## src/rtl/core/lr_pkg.sv

```systemverilog
// Package for the line rasteriser: widths, item structs, controller states
// and the command and status structs between controller and datapath.
// It depends on nothing else.
package lr_pkg;

  localparam int COORD_BITS = 6;
  // The decision value needs one bit of headroom beyond twice a coordinate, plus sign.
  localparam int D_W = COORD_BITS + 3;

  typedef logic [COORD_BITS-1:0] coord_t;
  typedef logic signed [D_W-1:0] dec_t;

  typedef struct packed {
    coord_t start_x;
    coord_t start_y;
    coord_t end_x;
    coord_t end_y;
  } in_item_t;

  typedef struct packed {
    coord_t pixel_x;
    coord_t pixel_y;
    logic   last;
  } out_item_t;

  typedef enum logic [1:0] {
    ST_IDLE,
    ST_ORDER,
    ST_PREP,
    ST_RUN
  } lr_state_t;

  typedef struct packed {
    logic load;   // capture the accepted command
    logic order;  // swap endpoints and form the deltas
    logic prep;   // choose the octant and seed the decision value
    logic step;   // advance to the next pixel
  } lr_cmd_t;

  typedef struct packed {
    logic last;   // the pixel on show ends the run
  } lr_status_t;

endpackage

```

## src/rtl/core/lr_ctrl.sv

```systemverilog
// Controller for the line rasteriser: sequences load, set-up and the pixel run.
// Depends on lr_pkg.
module lr_ctrl import lr_pkg::*; (
  input  logic       clk,
  input  logic       rst_n,
  input  logic       in_valid,
  output logic       in_stall,
  output logic       out_valid,
  input  logic       out_stall,
  input  lr_status_t status,
  output lr_cmd_t    cmd
);

  lr_state_t state_r, state_nxt;

  always_ff @(posedge clk) begin
    if (!rst_n) begin
      state_r <= ST_IDLE;
    end else begin
      state_r <= state_nxt;
    end
  end

  always_comb begin
    state_nxt = state_r;
    case (state_r)
      ST_IDLE: begin
        if (in_valid) begin
          state_nxt = ST_ORDER;
        end
      end
      ST_ORDER: state_nxt = ST_PREP;
      ST_PREP:  state_nxt = ST_RUN;
      ST_RUN: begin
        if (!out_stall && status.last) begin
          state_nxt = ST_IDLE;
        end
      end
      default: state_nxt = ST_IDLE;
    endcase
  end

  always_comb begin
    in_stall  = 1'b1;
    out_valid = 1'b0;
    cmd       = '0;
    case (state_r)
      ST_IDLE: begin
        in_stall = 1'b0;
        cmd.load = in_valid;
      end
      ST_ORDER: cmd.order = 1'b1;
      ST_PREP:  cmd.prep = 1'b1;
      ST_RUN: begin
        out_valid = 1'b1;
        cmd.step  = !out_stall && !status.last;
      end
      default: begin
        in_stall = 1'b1;
      end
    endcase
  end

`ifndef SYNTHESIS
  a_no_overlap: assert property (@(posedge clk) disable iff (!rst_n)
    !(out_valid && !in_stall))
    else $error("command taken while a run is on show");

  a_load_seq: assert property (@(posedge clk) disable iff (!rst_n)
    cmd.load |=> (state_r == ST_ORDER))
    else $error("accepted command not followed by set-up");

  a_out_hold: assert property (@(posedge clk) disable iff (!rst_n)
    out_valid && out_stall |=> out_valid)
    else $error("stalled pixel withdrawn");
`endif

endmodule

```

## src/rtl/core/lr_datapath.sv

```systemverilog
// Datapath for the line rasteriser: endpoint registers, octant set-up,
// decision value and pixel position. Depends on lr_pkg.
module lr_datapath import lr_pkg::*; (
  input  logic       clk,
  input  logic       rst_n,
  input  in_item_t   in_item,
  input  lr_cmd_t    cmd,
  output lr_status_t status,
  output out_item_t  out_item
);

  coord_t                      x0_r, y0_r, x1_r, y1_r;
  coord_t                      x0_nxt, y0_nxt, x1_nxt, y1_nxt;
  coord_t                      x_r, y_r, x_nxt, y_nxt;
  coord_t                      dx_r, dx_nxt;
  logic signed [COORD_BITS:0]  dy_r, dy_nxt;
  coord_t                      cnt_r, cnt_nxt;
  dec_t                        d_r, d_nxt, inc_ax_r, inc_ax_nxt, inc_dg_r, inc_dg_nxt;
  logic                        xmajor_r, xmajor_nxt, yneg_r, yneg_nxt;
  coord_t                      ady, major, minor;
  logic signed [COORD_BITS:0]  dy_neg;
  logic                        axial;

  assign dy_neg = -dy_r;
  assign ady    = dy_r[COORD_BITS] ? dy_neg[COORD_BITS-1:0] : dy_r[COORD_BITS-1:0];
  assign major  = (ady <= dx_r) ? dx_r : ady;
  assign minor  = (ady <= dx_r) ? ady : dx_r;
  assign axial  = d_r[D_W-1] || (d_r == '0);

  always_comb begin
    x0_nxt = x0_r; y0_nxt = y0_r; x1_nxt = x1_r; y1_nxt = y1_r;
    x_nxt = x_r; y_nxt = y_r; dx_nxt = dx_r; dy_nxt = dy_r; cnt_nxt = cnt_r;
    d_nxt = d_r; inc_ax_nxt = inc_ax_r; inc_dg_nxt = inc_dg_r;
    xmajor_nxt = xmajor_r; yneg_nxt = yneg_r;
    if (cmd.load) begin
      x0_nxt = in_item.start_x;
      y0_nxt = in_item.start_y;
      x1_nxt = in_item.end_x;
      y1_nxt = in_item.end_y;
    end
    if (cmd.order) begin
      if (x0_r > x1_r) begin
        x_nxt  = x1_r;
        y_nxt  = y1_r;
        dx_nxt = x0_r - x1_r;
        dy_nxt = $signed({1'b0, y0_r}) - $signed({1'b0, y1_r});
      end else begin
        x_nxt  = x0_r;
        y_nxt  = y0_r;
        dx_nxt = x1_r - x0_r;
        dy_nxt = $signed({1'b0, y1_r}) - $signed({1'b0, y0_r});
      end
    end
    if (cmd.prep) begin
      xmajor_nxt = (ady <= dx_r);
      yneg_nxt   = dy_r[COORD_BITS];
      cnt_nxt    = major;
      inc_ax_nxt = $signed({2'b00, minor, 1'b0});
      inc_dg_nxt = $signed({2'b00, minor, 1'b0}) - $signed({2'b00, major, 1'b0});
      d_nxt      = $signed({2'b00, minor, 1'b0}) - $signed({3'b000, major});
    end
    if (cmd.step) begin
      cnt_nxt = cnt_r - 1'b1;
      if (axial) begin
        d_nxt = d_r + inc_ax_r;
        if (xmajor_r) begin
          x_nxt = x_r + 1'b1;
        end else begin
          y_nxt = yneg_r ? y_r - 1'b1 : y_r + 1'b1;
        end
      end else begin
        d_nxt = d_r + inc_dg_r;
        x_nxt = x_r + 1'b1;
        y_nxt = yneg_r ? y_r - 1'b1 : y_r + 1'b1;
      end
    end
  end

  always_ff @(posedge clk) begin
    x0_r <= x0_nxt; y0_r <= y0_nxt; x1_r <= x1_nxt; y1_r <= y1_nxt;
    x_r <= x_nxt; y_r <= y_nxt; dx_r <= dx_nxt; dy_r <= dy_nxt; cnt_r <= cnt_nxt;
    d_r <= d_nxt; inc_ax_r <= inc_ax_nxt; inc_dg_r <= inc_dg_nxt;
    xmajor_r <= xmajor_nxt; yneg_r <= yneg_nxt;
  end

  assign status.last      = (cnt_r == '0);
  assign out_item.pixel_x = x_r;
  assign out_item.pixel_y = y_r;
  assign out_item.last    = status.last;

`ifndef SYNTHESIS
  a_cnt_down: assert property (@(posedge clk) disable iff (!rst_n)
    $past(rst_n) && $past(cmd.step) |-> (cnt_r == $past(cnt_r) - 1'b1))
    else $error("pixel count did not step down");

  a_x_mono: assert property (@(posedge clk) disable iff (!rst_n)
    $past(rst_n) && $past(cmd.step) |-> (x_r == $past(x_r) || x_r == $past(x_r) + 1'b1))
    else $error("column moved by more than one");

  // The position registers hold no value until the first command is set up.
  a_hold: assert property (@(posedge clk) disable iff (!rst_n)
    $past(rst_n) && !$past(cmd.step) && !$past(cmd.order) &&
    !$isunknown($past({x_r, y_r})) |-> $stable(x_r) && $stable(y_r))
    else $error("pixel position changed without a step");
`endif

endmodule

```

## src/rtl/core/line_rasterizer.sv

```systemverilog
// Line rasteriser: an accepted command steps through the controller states ST_ORDER
// and ST_PREP, and its first pixel is on show in ST_RUN. A line of n pixels
// (n = max(|dx|,|dy|)+1) then streams one pixel per cycle while out_stall is low,
// and the next command is taken once the controller is back in ST_IDLE after the
// last pixel leaves. Reset (rst_n low, synchronous) returns the controller to idle;
// no run is kept. Depends on lr_pkg, lr_ctrl and lr_datapath.
module line_rasterizer import lr_pkg::*; (
  input  logic      clk,
  input  logic      rst_n,
  input  logic      in_valid,
  output logic      in_stall,
  input  in_item_t  in_item,
  output logic      out_valid,
  input  logic      out_stall,
  output out_item_t out_item
);

  // The controller and datapath speak only through these two structs.
  lr_cmd_t    cmd;
  lr_status_t status;

  // The controller takes one item at a time: it stalls the input from the
  // moment an item is accepted until the final pixel of its run is taken.
  lr_ctrl u_ctrl (
    .clk       (clk),
    .rst_n     (rst_n),
    .in_valid  (in_valid),
    .in_stall  (in_stall),
    .out_valid (out_valid),
    .out_stall (out_stall),
    .status    (status),
    .cmd       (cmd)
  );

  // The datapath swaps the endpoints when needed, picks the octant, then
  // holds the pixel on show in its position registers, which act as the
  // output register, so a stalled pixel stays put until taken.
  lr_datapath u_dp (
    .clk      (clk),
    .rst_n    (rst_n),
    .in_item  (in_item),
    .cmd      (cmd),
    .status   (status),
    .out_item (out_item)
  );

endmodule

```

## config.mk

```make
export PLATFORM = sky130hd
export DESIGN_NAME = line_rasterizer
export DESIGN_NICKNAME = d
export VERILOG_FILES = /design/src/rtl/core/lr_pkg.sv /design/src/rtl/core/lr_ctrl.sv /design/src/rtl/core/lr_datapath.sv /design/src/rtl/core/line_rasterizer.sv
export SDC_FILE = /design/constraint.sdc
export NUM_CORES = 1
export LEC_CHECK = 0
export BUFFER_PORTS_ARGS = -buffer_cell sky130_fd_sc_hd__clkbuf_2
export CORE_MARGIN = 2
export CORE_UTILIZATION = 44
export DETAILED_ROUTE_END_ITERATION = 12
export HOLD_SLACK_MARGIN = 0.1
export PLACE_DENSITY = 0.58
export SLEW_MARGIN = 20
export SYNTH_ARGS = -nofsm -noshare
export SYNTH_HDL_FRONTEND = slang
export SYNTH_SLANG_ARGS = --single-unit
```

## constraint.sdc

```tcl
create_clock -name clk -period 7.95 [get_ports clk]
set_input_delay 0.3975 -clock clk [delete_from_list [all_inputs] [get_ports clk]]
set_output_delay 0.3975 -clock clk [all_outputs]
set_load 0.1 [all_outputs]
```

==> results by group, run 1 <==
Clock network
  – H-tree depth: 3
  – Inserted Clock Buffers: 9
  – Postcts setup bufs: 0
  – CTS clock-pin slew for the worst setup and hold paths: roughly 0.06 ns
  – Hold Buf Count CTS: 0
  – Clock sink total: 81
  – Max Root-Sink Buffers: 2
  – Skew-Pair Late Insertion Delay: 0.34 ns
  – Resized cells post-CTS: 0
  – CTS tree: built
  – Root buffer cell: clkbuf_16

Detailed routing
  – Initial DRC count: ~230
  – Via/cell ratio: 5.28
  – Routed via count: about 4,100
  – Post-Route WL: 11,600 um
  – Wire per inst: about 15 um
  – Drt first pass iters: 4
  – Antenna Nets Post-Route: 0
  – DR DRC count: 0

Floorplan
  – Die area: approximately 14,000 sq um
  – Die X: between 100 and 150 um
  – FP Rows: 41
  – Die height: roughly 120 um
  – Area of the core: between 10,000 and 15,000 sq um
  – Initial Util: 0.451
  – Num ports: between 40 and 50

Synth
  – Ys flop type: edfxtp_1
  – Asr flop ratio synth: 0
  – Cell taking the most area after synthesis: edfxtp_1
  – Mux contribution to synthesized area: 0.0592
  – Post-synthesis adder-cell area fraction: 0.149
  – Top post-synthesis cells by area: edfxtp_1 (35%), ha_1 (12%), dfxtp_1 (4.9%)
  – Synth Register Bits: ~80
  – Synthesized area: about 5700 sq um
  – Register area share after synthesis: 0.403
  – Warnings from Yosys: 0
  – Syn nets: between 600 and 700
  – Simple-Gate Fraction of Synth Area: 0.111
  – Synth top area share: 0.354
  – Compound-gate portion of the synthesized area: 0.168
  – Syn_area_per_cell: between 10 and 15 sq um
  – Number of synthesized flops with an enable pin: 67
  – Largest family of logic cells by synthesized area: compound AO/OA/AOI/OAI gates
  – Xor and xnor fraction of the mapped netlist area: 0.0552
  – Syn Inst Count: 556
  – Distinct cells, synth: 67

STA
  – Setup violators final: 0
  – Unrepaired setup endpoints after global routing: no
  – Tmin final: 5.62 ns
  – Tcrit/Tclk final: 0.707
  – Final Max Tran Viols: 0
  – Setup TNS: 0 ns
  – Clock Skew: about 0.007 ns
  – Least-Margin Pin Slew: between 0.8 and 0.9 ns
  – Count of final hold-check violations: 0
  – F_max: about 0.18 GHz
  – Slew HR: 0.401

Global routing
  – First-pass GRT wire length: around 20,000 um
  – Vias in the first global route: slightly above 4,000
  – Largest net degree at the start of global routing: 33
  – Tot GR Track Use: 0.179
  – GRT overflow: 0
  – Initial antenna violation count: 0

Critical path
  – Reg2Reg Capture Point: u_dp.d_r[6]$_DFFE_PP_
  – Slack of the worst reg-to-reg path: roughly 2.3 ns
  – Crit path to: u_dp.d_r[6]$_DFFE_PP_
  – Path length in cells of the critical path: 18
  – Startpoint types: register
  – Worst reg-to-reg path cell count: 18
  – Type of the worst setup path: reg2reg
  – Crit path buffers/inverters: 3
  – Crit-path max FO: 22
  – WP data arrival: 5.81 ns
  – CP endpoint kind: register
  – Worst path max stage delay: 0.53 ns
  – Worst setup startpoint: u_dp.dy_r[0]$_DFFE_PN_
  – Critical path required time: just over 8 ns
  – RR Startpoint: u_dp.dy_r[0]$_DFFE_PN_
  – Crit path max-delay family: adder cells
  – Slowest-stage cell, CP: a31oi_4
  – Cells along the critical path: inv_1 > ha_1 > and2b_1 > xnor2_1 > clkinv_1 > ha_1 > and4_4 > and3_1 > a31oi_4 > inv_4 > mux2i_2 > fa_1 > a21oi_1 > maj3_2 > maj3_2 > a221oi_2 > mux2_2 > nor2_1

Finish
  – Final Net Count: just under 700
  – Area growth syn-to-layout: 12.3%
  – Commonest non-fill, non-tap cell in the layout: edfxtp_1
  – Share of cells above drive strength 1: 0.160
  – Diodes inserted: 0
  – Most frequent cells in the layout: edfxtp_1 (67), inv_1 (56), ha_1 (53), nand2_1 (47), clkbuf_2 (42)
  – Final Util: 0.506

Placed design
  – Detailed Place HPWL: approximately 8900 um
  – Placer congestion estimate: a little under 0.9
  – IO buf count: 42

Flow run
  – Max_cap viols: 0

Min path
  – Class of the worst hold path: in2reg

Status
  – Status: complete, no violations
kinds of logic after synthesis:
group,count (synthesis)
buffers and inverters,77
flip-flops,81
XOR/XNOR,35
multiplexers,31
adder cells (fa/ha/maj),64
AO/OA/AOI/OAI,137
AND/OR/NAND/NOR,131
area by class of cell:
type                       instances  area, sq um
sequential                        81         2290
tap                              172          215
clock inverter                     5         80.1
inverter                          59          224
multi-input combinational        398         3100
timing repair buffer              47          248
clock buffer                      11          233
fill                            1189         6230
synthesized netlist by cell type, drive strengths merged, types with 2 or more instances:
cell,count
nor3b,3
nor2b,9
or3,2
and3,7
o22ai,4
or2,3
mux2i,16
a211oi,6
fa,7
o221ai,2
nand3,6
o31ai,3
o21a,7
a311oi,3
nor2,32
dfxtp,14
o211ai,19
o21bai,2
edfxtp,67
nor4,3
a22oi,4
o21ai,26
a21o,11
and2,3
nand2b,4
a21oi,28
a221oi,4
ha,53
xor2,16
mux2,15
nand2,47
inv,58
nor3,7
a221o,2
maj3,4
xnor2,19
buf,10
clkbuf,8
o32ai,2
a31oi,9
worst reg2reg max path, delay by kind of cell, from the launching register on:
kind | cells | cell delay, ns
and+or+nand+nor | 4 | 0.75
AOI/OAI and AO/OA | 3 | 0.93
muxes | 2 | 0.72
DFF | 1 | 0.50
buffers and inverters | 3 | 0.66
xor gates and xnor gates | 1 | 0.36
adders and majority gates | 5 | 1.55
worst min path at each step:
stage / from / endpoint / slack [ns] / cells after the start
4_1_cts: in_item[19] / u_dp.x0_r[1]$_DFFE_PP_ / 0.21 / 1
3_5_place_dp: u_dp.y_r[5]$_DFF_P_ / u_dp.y_r[5]$_DFF_P_ / 0.51 / 1
2_1_floorplan: in_item[18] / u_dp.x0_r[0]$_DFFE_PP_ / 0.50 / 0
5_1_grt: in_item[17] / u_dp.y0_r[5]$_DFFE_PP_ / 0.21 / 1
3_3_place_gp: u_dp.y_r[5]$_DFF_P_ / u_dp.y_r[5]$_DFF_P_ / 0.48 / 1
6_report: in_item[5] / u_dp.y1_r[5]$_DFFE_PP_ / 0.22 / 1
sequential cells by signal, summed over array words and instances, names as in the netlist:
name / flops
u_dp.xmajor_r: 1
u_dp.d_r: 9
u_dp.dx_r: 6
u_dp.x_r: 6
u_dp.x0_r: 6
u_ctrl.state_r: 2
u_dp.y0_r: 6
u_dp.x1_r: 6
u_dp.yneg_r: 1
u_dp.y_r: 6
u_dp.y1_r: 6
u_dp.inc_dg_r: 7
u_dp.cnt_r: 6
u_dp.dy_r: 7
u_dp.inc_ax_r: 6
stage by stage:
stage          hold WS, ns  worst slack [ns]  area [sq um]  instances
2_1_floorplan        0.496              3.07          5690        556
3_3_place_gp         0.479              2.48          6070        757
3_5_place_dp         0.505              2.43          6070        757
4_1_cts              0.212              2.37          6380        773
5_1_grt              0.212              2.01          6390        773
6_report             0.221              2.33          6390        773
per-layer routing:
metal  vias up  global-route usage  wire length (um)
li1       2098                   -                 -
met3        26              0.0276               397
met5         -                   0                 0
met4         0              0.0858               371
met1      1885               0.225              5250
met2        74               0.302              5590
Power of run 1 is left out: the tool's default activity adds up to more than one toggle a clock period on the data nets, which glitch-free logic cannot reach.
==> inputs of run 2 (changes only) <==
==> constraint.sdc (replaced) <==
create_clock -name clk -period 5.7 [get_ports clk]
set_input_delay 0.285 -clock clk [delete_from_list [all_inputs] [get_ports clk]]
set_output_delay 0.285 -clock clk [all_outputs]
set_load 0.1 [all_outputs]
==> results by group, run 2 (same netlist as run 1, synthesis figures left out) <==
Status
  – Status: complete, no violations (unchanged)

Clock network
  – CTS tree: built (unchanged)
  – Inserted Clock Buffers: 9 (unchanged)
  – H-tree depth: 3 (unchanged)
  – Root buffer cell: clkbuf_16 (unchanged)
  – Resized cells post-CTS: 0 (unchanged)
  – CTS clock-pin slew for the worst setup and hold paths: 0.06 ns (about the same)
  – Clock sink total: 81 (unchanged)
  – Max Root-Sink Buffers: 2 (unchanged)
  – Skew-Pair Late Insertion Delay: 0.35 ns (was 0.34 ns)

Critical path
  – Crit path max-delay family: adder cells (unchanged)
  – Slowest-stage cell, CP: edfxtp_1 (was a31oi_4)
  – RR Startpoint: u_dp.dy_r[0]$_DFFE_PN_ (unchanged)
  – Cells along the critical path: inv_1 > ha_1 > and2b_1 > xnor2_1 > clkinv_1 > ha_1 > and4_4 > and3_1 > a31oi_4 > buf_4 > o21ai_0 > fa_1 > a21oi_1 > maj3_2 > maj3_2 > a221oi_2 > mux2_2 > nor2_1 (was inv_1 > ha_1 > and2b_1 > xnor2_1 > clkinv_1 > ha_1 > and4_4 > and3_1 > a31oi_4 > inv_4 > mux2i_2 > fa_1 > a21oi_1 > maj3_2 > maj3_2 > a221oi_2 > mux2_2 > nor2_1)
  – Worst path max stage delay: 0.47 ns (was 0.53 ns)
  – Type of the worst setup path: reg2reg (unchanged)
  – Slack of the worst reg-to-reg path: 0.38 ns (was 2.33 ns)
  – Crit-path max FO: 21 (was 22)
  – CP endpoint kind: register (unchanged)
  – Critical path required time: 5.91 ns (was 8.15 ns)
  – WP data arrival: 5.53 ns (was 5.81 ns)
  – Startpoint types: register (unchanged)
  – Worst reg-to-reg path cell count: 18 (unchanged)
  – Reg2Reg Capture Point: u_dp.d_r[6]$_DFFE_PP_ (unchanged)
  – Crit path buffers/inverters: 3 (unchanged)

Min path
  – Class of the worst hold path: in2reg (unchanged)
  – Worst hold start: in_item[21] (was in_item[5])
  – Hold Path Depth: 1 (unchanged)
  – Worst Hold Endpoint: u_dp.x0_r[3]$_DFFE_PP_ (was u_dp.y1_r[5]$_DFFE_PP_)

Placed design
  – IO buf count: 42 (unchanged)
  – Placed Instances: 757 (unchanged)
  – Detailed Place HPWL: 8840 um (was 8870 um)
  – Placer congestion estimate: 0.859 (was 0.874)

Global routing
  – Met2 Usage GRT: 0.297 (was 0.302)
  – First-pass GRT wire length: 19,700 um (was 19,900 um)
  – Vias in the first global route: 4,119 (was 4,123)
  – Met1 Track Usage GR: 0.218 (was 0.225)
  – Largest net degree at the start of global routing: 33 (unchanged)
  – Top Usage Layer GRT: met2 (unchanged)
  – GRT overflow: 0 (unchanged)
  – Tot GR Track Use: 0.176 (was 0.179)
  – Met3 usage: 0.0378 (was 0.0276)
  – Initial antenna violation count: 0 (unchanged)

Finish
  – Fillers: 1,168 (was 1,189)
  – Max reg flops: 9 (unchanged)
  – Largest reg by FF count: u_dp.d_r (unchanged)
  – Area growth syn-to-layout: 14.5% (was 12.3%)
  – Commonest non-fill, non-tap cell in the layout: edfxtp_1 (unchanged)
  – Post-Layout Cell Count: 788 (was 773)
  – Top flop regs: u_dp.d_r x9, u_dp.dy_r x7, u_dp.inc_dg_r x7 (unchanged)
  – Final Net Count: 699 (was 684)
  – Most frequent cells in the layout: edfxtp_1 (67), inv_1 (56), ha_1 (53), nand2_1 (47), clkbuf_2 (42) (unchanged)
  – Share of cells above drive strength 1: 0.156 (was 0.160)
  – Diodes inserted: 0 (unchanged)

Detailed routing
  – Initial DRC count: 242 (was 228)
  – Via/cell ratio: 5.33 (was 5.28)
  – Wire per inst: 14.8 um (was 15.0 um)
  – Post-Route WL: 11,700 um (was 11,600 um)
  – Routed via count: 4,199 (was 4,083)
  – DR DRC count: 0 (unchanged)
  – Antenna Nets Post-Route: 0 (unchanged)
  – Drt first pass iters: 4 (unchanged)

STA
  – Setup TNS: 0 ns (unchanged)
  – Tcrit/Tclk final: 0.933 (was 0.707)
  – Final Max Tran Viols: 0 (unchanged)
  – Count of final hold-check violations: 0 (unchanged)
  – Slew HR: 0.318 (was 0.401)
  – Tmin final: 5.32 ns (was 5.62 ns)
  – Unrepaired setup endpoints after global routing: no (unchanged)
  – Clock Skew: 0.00637 ns (was 0.00710 ns)
  – Setup violators final: 0 (unchanged)
  – F_max: 0.188 GHz (was 0.178 GHz)
  – Least-Margin Pin Slew: 1.02 ns (was 0.898 ns)

Floorplan
  – FP Rows: 41 (unchanged)
  – Die X: 118 um (unchanged)
  – Die area: 13,800 sq um (unchanged)
  – Num ports: 43 (unchanged)
  – Initial Util: 0.451 (unchanged)
  – Area of the core: 12,600 sq um (unchanged)
  – Die height: 118 um (unchanged)

Flow run
  – Max_cap viols: 0 (unchanged)
run 2: cell count changes in the layout (fill, tap and decap cells not counted):
cell,before,now
dlygate4sd3_1,0,15
clkinv_2,0,3
clkbuf_1,2,0
bufinv_16,2,1
clkinv_1,2,3
clkinvlp_4,1,0
o21ai_1,0,1
o21ai_2,2,1
run 2: per-stage QoR:
step / util / setup slack (ns) / area [sq um] / hold slack, ns
after floorplan: - / 0.817 / 5690 / 0.384
after global routing: 0.516 / 0.110 / 6510 / 0.100
after CTS: 0.514 / 0.426 / 6490 / 0.100
after global placement: 0.481 / 0.571 / 6070 / 0.462
final: 0.516 / 0.381 / 6510 / 0.108
after detailed placement: 0.481 / 0.452 / 6070 / 0.464
run 2: cell type report:
| class | instances | area (sq um) | area share |
|---|---|---|---|
| sequential | 81 | 2290 | 0.352 |
| multi-input combinational | 398 | 3090 | 0.475 |
| tap | 172 | 215 | 0.0331 |
| clock inverter | 7 | 61.3 | 0.00942 |
| clock buffer | 9 | 225 | 0.0346 |
| timing repair buffer | 62 | 398 | 0.0611 |
| inverter | 59 | 224 | 0.0344 |
run 2: per-layer routing:
layer  wire length, um  share of wire
met3               363          0.031
met1              5280           0.45
met5                 0              0
met2              5780           0.49
met4               280          0.024
run 2: worst max path at each step:
stage / startpoint / endpoint / slack (ns) / depth (start not counted)
after detailed placement: u_dp.dy_r[0]$_DFFE_PN_ / u_dp.d_r[6]$_DFFE_PP_ / 0.45 / 18
after global placement: u_dp.dy_r[0]$_DFFE_PN_ / u_dp.d_r[6]$_DFFE_PP_ / 0.57 / 18
after CTS: u_dp.dy_r[0]$_DFFE_PN_ / u_dp.d_r[6]$_DFFE_PP_ / 0.43 / 18
after floorplan: u_dp.dy_r[0]$_DFFE_PN_ / u_dp.d_r[6]$_DFFE_PP_ / 0.82 / 20
after global routing: u_dp.dy_r[0]$_DFFE_PN_ / u_dp.d_r[6]$_DFFE_PP_ / 0.11 / 18
final: u_dp.dy_r[0]$_DFFE_PN_ / u_dp.d_r[6]$_DFFE_PP_ / 0.38 / 18
run 2: worst reg2reg max path: cells and delay by family, from the launching register on:
family,cells,cell delay (ns)
AOI/OAI and AO/OA,4,0.86
and+or+nand+nor,4,0.79
DFF,1,0.47
muxes,1,0.37
adders and majority gates,5,1.62
xor gates and xnor gates,1,0.39
buffers and inverters,3,0.67
run 2: timing repair:
action / 4_1_cts / 5_1_grt
hold buffers: 13 / 2
hold endpoints to repair: 13 / 2
setup buffers: 0 / 0
Power of run 2 is left out for the same reason.
==> inputs of run 3 (changes only) <==
--- a/config.mk
+++ b/config.mk
@@ -5,6 +5,7 @@
 export SDC_FILE = /design/constraint.sdc
 export NUM_CORES = 1
 export LEC_CHECK = 0
+export ABC_AREA = 1
 export BUFFER_PORTS_ARGS = -buffer_cell sky130_fd_sc_hd__clkbuf_2
 export CORE_MARGIN = 2
 export CORE_UTILIZATION = 44
==> results by group, run 3 <==
Status
  – Status: complete, no violations (unchanged)

STA
  – Count of final hold-check violations: 0 (unchanged)
  – Clock Skew: 0.0141 ns (was 0.00637 ns)
  – Tmin final: 3.72 ns (was 5.32 ns)
  – Setup TNS: 0 ns (unchanged)
  – Setup violators final: 0 (unchanged)
  – Tcrit/Tclk final: 0.653 (was 0.933)
  – Unrepaired setup endpoints after global routing: no (unchanged)
  – Least-Margin Pin Slew: 0.899 ns (was 1.02 ns)
  – Slew HR: 0.400 (was 0.318)
  – F_max: 0.269 GHz (was 0.188 GHz)
  – Final Max Tran Viols: 0 (unchanged)

Synth
  – Synthesized area: 5660 sq um (was 5690 sq um)
  – Syn nets: 716 (was 644)
  – Distinct cells, synth: 47 (was 67)
  – Warnings from Yosys: 0 (unchanged)
  – Number of synthesized flops with an enable pin: 67 (unchanged)
  – Asr flop ratio synth: 0 (unchanged)
  – Synth Register Bits: 81 (unchanged)
  – Register area share after synthesis: 0.405 (was 0.403)
  – Ys flop type: edfxtp_1 (unchanged)
  – Syn_area_per_cell: 9.01 sq um (was 10.2 sq um)
  – Top post-synthesis cells by area: edfxtp_1 (36%), ha_1 (12%), nand2_1 (9.4%) (was edfxtp_1 (35%), ha_1 (12%), dfxtp_1 (4.9%))
  – Cell taking the most area after synthesis: edfxtp_1 (unchanged)
  – Synth cell count leaders: nand2_1 (141), inv_1 (84), edfxtp_1 (67) (was edfxtp_1 (67), inv_1 (56), ha_1 (53))
  – Synth top area share: 0.356 (was 0.354)
  – Syn Inst Count: 628 (was 556)
  – Most common cell in the synthesized netlist: nand2_1 (was edfxtp_1)

Finish
  – Most frequent cells in the layout: nand2_1 (141), inv_1 (84), edfxtp_1 (67), ha_1 (53), a21oi_1 (50) (was edfxtp_1 (67), inv_1 (56), ha_1 (53), nand2_1 (47), clkbuf_2 (42))
  – Share of cells above drive strength 1: 0.146 (was 0.156)
  – Max reg flops: 9 (unchanged)
  – Diodes inserted: 0 (unchanged)
  – Commonest non-fill, non-tap cell in the layout: nand2_1 (was edfxtp_1)
  – Area growth syn-to-layout: 13.1% (was 14.5%)
  – Final Net Count: 769 (was 699)
  – Top flop regs: u_dp.d_r x9, u_dp.dy_r x7, u_dp.inc_dg_r x7 (unchanged)
  – Fillers: 1,179 (was 1,168)
  – Final Util: 0.509 (was 0.516)
  – Largest reg by FF count: u_dp.d_r (unchanged)

Clock network
  – Inserted Clock Buffers: 9 (unchanged)
  – Postcts setup bufs: 0 (unchanged)
  – Hold Buf Count CTS: 9 (was 13)
  – Clock sink total: 81 (unchanged)
  – CTS clock-pin slew for the worst setup and hold paths: 0.06 ns (about the same)
  – CTS tree: built (unchanged)
  – Resized cells post-CTS: 0 (unchanged)
  – Root buffer cell: clkbuf_16 (unchanged)
  – Max Root-Sink Buffers: 2 (unchanged)
  – Skew-Pair Late Insertion Delay: 0.35 ns (about the same)
  – H-tree depth: 3 (unchanged)

Critical path
  – Type of the worst setup path: reg2reg (unchanged)
  – Worst path max stage delay: 0.47 ns (about the same)
  – Cells along the critical path: inv_1 > nand3_1 > nand3b_1 > nand3b_1 > nand2_1 > ha_1 > nand2_2 > nor2_4 > nand3_4 > nand2_8 > nand2_1 > o21ai_2 > inv_1 > fa_1 > nand2_1 > nand2_1 > nand2_1 > nand2_1 > nand2_1 > nand3_1 > nand3_1 > nand2_1 (was inv_1 > ha_1 > and2b_1 > xnor2_1 > clkinv_1 > ha_1 > and4_4 > and3_1 > a31oi_4 > buf_4 > o21ai_0 > fa_1 > a21oi_1 > maj3_2 > maj3_2 > a221oi_2 > mux2_2 > nor2_1)
  – Crit-path max FO: 25 (was 21)
  – CP endpoint kind: register (unchanged)
  – Cell mode on critical path: nand2_1
  – Critical path required time: 5.80 ns (was 5.91 ns)
  – Worst reg-to-reg path cell count: 22 (was 18)
  – Slowest-stage cell, CP: fa_1 (was edfxtp_1)
  – WP data arrival: 3.83 ns (was 5.53 ns)
  – Startpoint types: register (unchanged)

Placed design
  – IO buf count: 42 (unchanged)
  – Placer congestion estimate: 0.858 (was 0.859)
  – Detailed Place HPWL: 9260 um (was 8840 um)

Floorplan
  – Initial Util: 0.450 (was 0.451)
  – Die X: 117 um (was 118 um)
  – Area of the core: 12,600 sq um (about the same)
  – Num ports: 43 (unchanged)
  – Die area: 13,800 sq um (about the same)
  – Die height: 117 um (was 118 um)
  – FP Rows: 41 (unchanged)

Global routing
  – GRT overflow: 0 (unchanged)
  – Largest net degree at the start of global routing: 26 (was 33)
  – Vias in the first global route: 4,316 (was 4,119)
  – Initial antenna violation count: 0 (unchanged)
  – First-pass GRT wire length: 20,400 um (was 19,700 um)
  – Tot GR Track Use: 0.185 (was 0.176)

Detailed routing
  – Drt first pass iters: 4 (unchanged)
  – DR DRC count: 0 (unchanged)
  – Post-Route WL: 12,000 um (was 11,700 um)
  – Via/cell ratio: 4.95 (was 5.33)
  – Routed via count: 4,243 (was 4,199)
  – Antenna Nets Post-Route: 0 (unchanged)
  – Initial DRC count: 166 (was 242)
  – Wire per inst: 14.0 um (was 14.8 um)

Flow run
  – Max_cap viols: 0 (unchanged)

Min path
  – Class of the worst hold path: in2reg (unchanged)
  – Hold Path Depth: 1 (unchanged)
run 3: cell types whose count changed in the layout (fill, tap and decap cells not counted), sizes merged, moves of 11 or more:
cell    change
nand3      +24
a21o       -11
o21ai      +17
mux2       -15
inv        +27
a21oi      +24
nand2     +109
o211ai     -13
run 3: worst paths after layout:
| kind | from | endpoint | slack, ns |
|---|---|---|---|
| worst min-delay path | in_item[15] | u_dp.y0_r[3]$_DFFE_PP_ | 0.11 |
| worst min register to register | u_dp.y_r[0]$_DFF_P_ | u_dp.y_r[0]$_DFF_P_ | 0.52 |
| worst max-delay path | u_dp.dy_r[0]$_DFFE_PN_ | u_dp.d_r[6]$_DFFE_PP_ | 1.98 |
| worst max register to register | u_dp.dy_r[0]$_DFFE_PN_ | u_dp.d_r[6]$_DFFE_PP_ | 1.98 |
run 3: cells by family after synthesis:
logic type	share of synthesized area
fa+ha+maj	0.142
flops	0.405
buf+inv	0.0701
simple gates	0.198
mux	0.0124
compound gates	0.128
xor+xnor	0.0449
run 3: per-layer routing:
layer | routed length [um] | up-vias | track usage
li1 | - | 2230 | -
met1 | 5230 | 1916 | 0.220
met2 | 6170 | 80 | 0.332
met3 | 359 | 17 | 0.0277
met4 | 262 | 0 | 0.0783
met5 | 0 | - | 0
run 3: through the flow:
stage	instances	hold slack, ns	instance area (sq um)	setup WS, ns
floorplan	628	0.384	5660	2.37
global placement	833	0.462	6020	2.05
detailed placement	833	0.464	6020	1.99
CTS	858	0.100	6400	1.98
global route	858	0.103	6400	1.62
finish	858	0.110	6400	1.98
run 3: critical path: cells and delay by family (launching register included):
| family | cells | cell delay [ns] |
|---|---|---|
| fa+ha+maj | 2 | 0.84 |
| compound gates | 1 | 0.07 |
| buf+inv | 2 | 0.27 |
| simple gates | 17 | 1.89 |
| flops | 1 | 0.40 |
run 3: cell type report:
type                       instances  area, sq um  area share
clock inverter                     4         27.5     0.00430
timing repair buffer              53          315      0.0493
multi-input combinational        450         2970       0.464
tap                              172          215      0.0336
inverter                          86          323      0.0504
sequential                        81         2290       0.358
clock buffer                      12          256      0.0401
Power of run 3 is left out for the same reason.
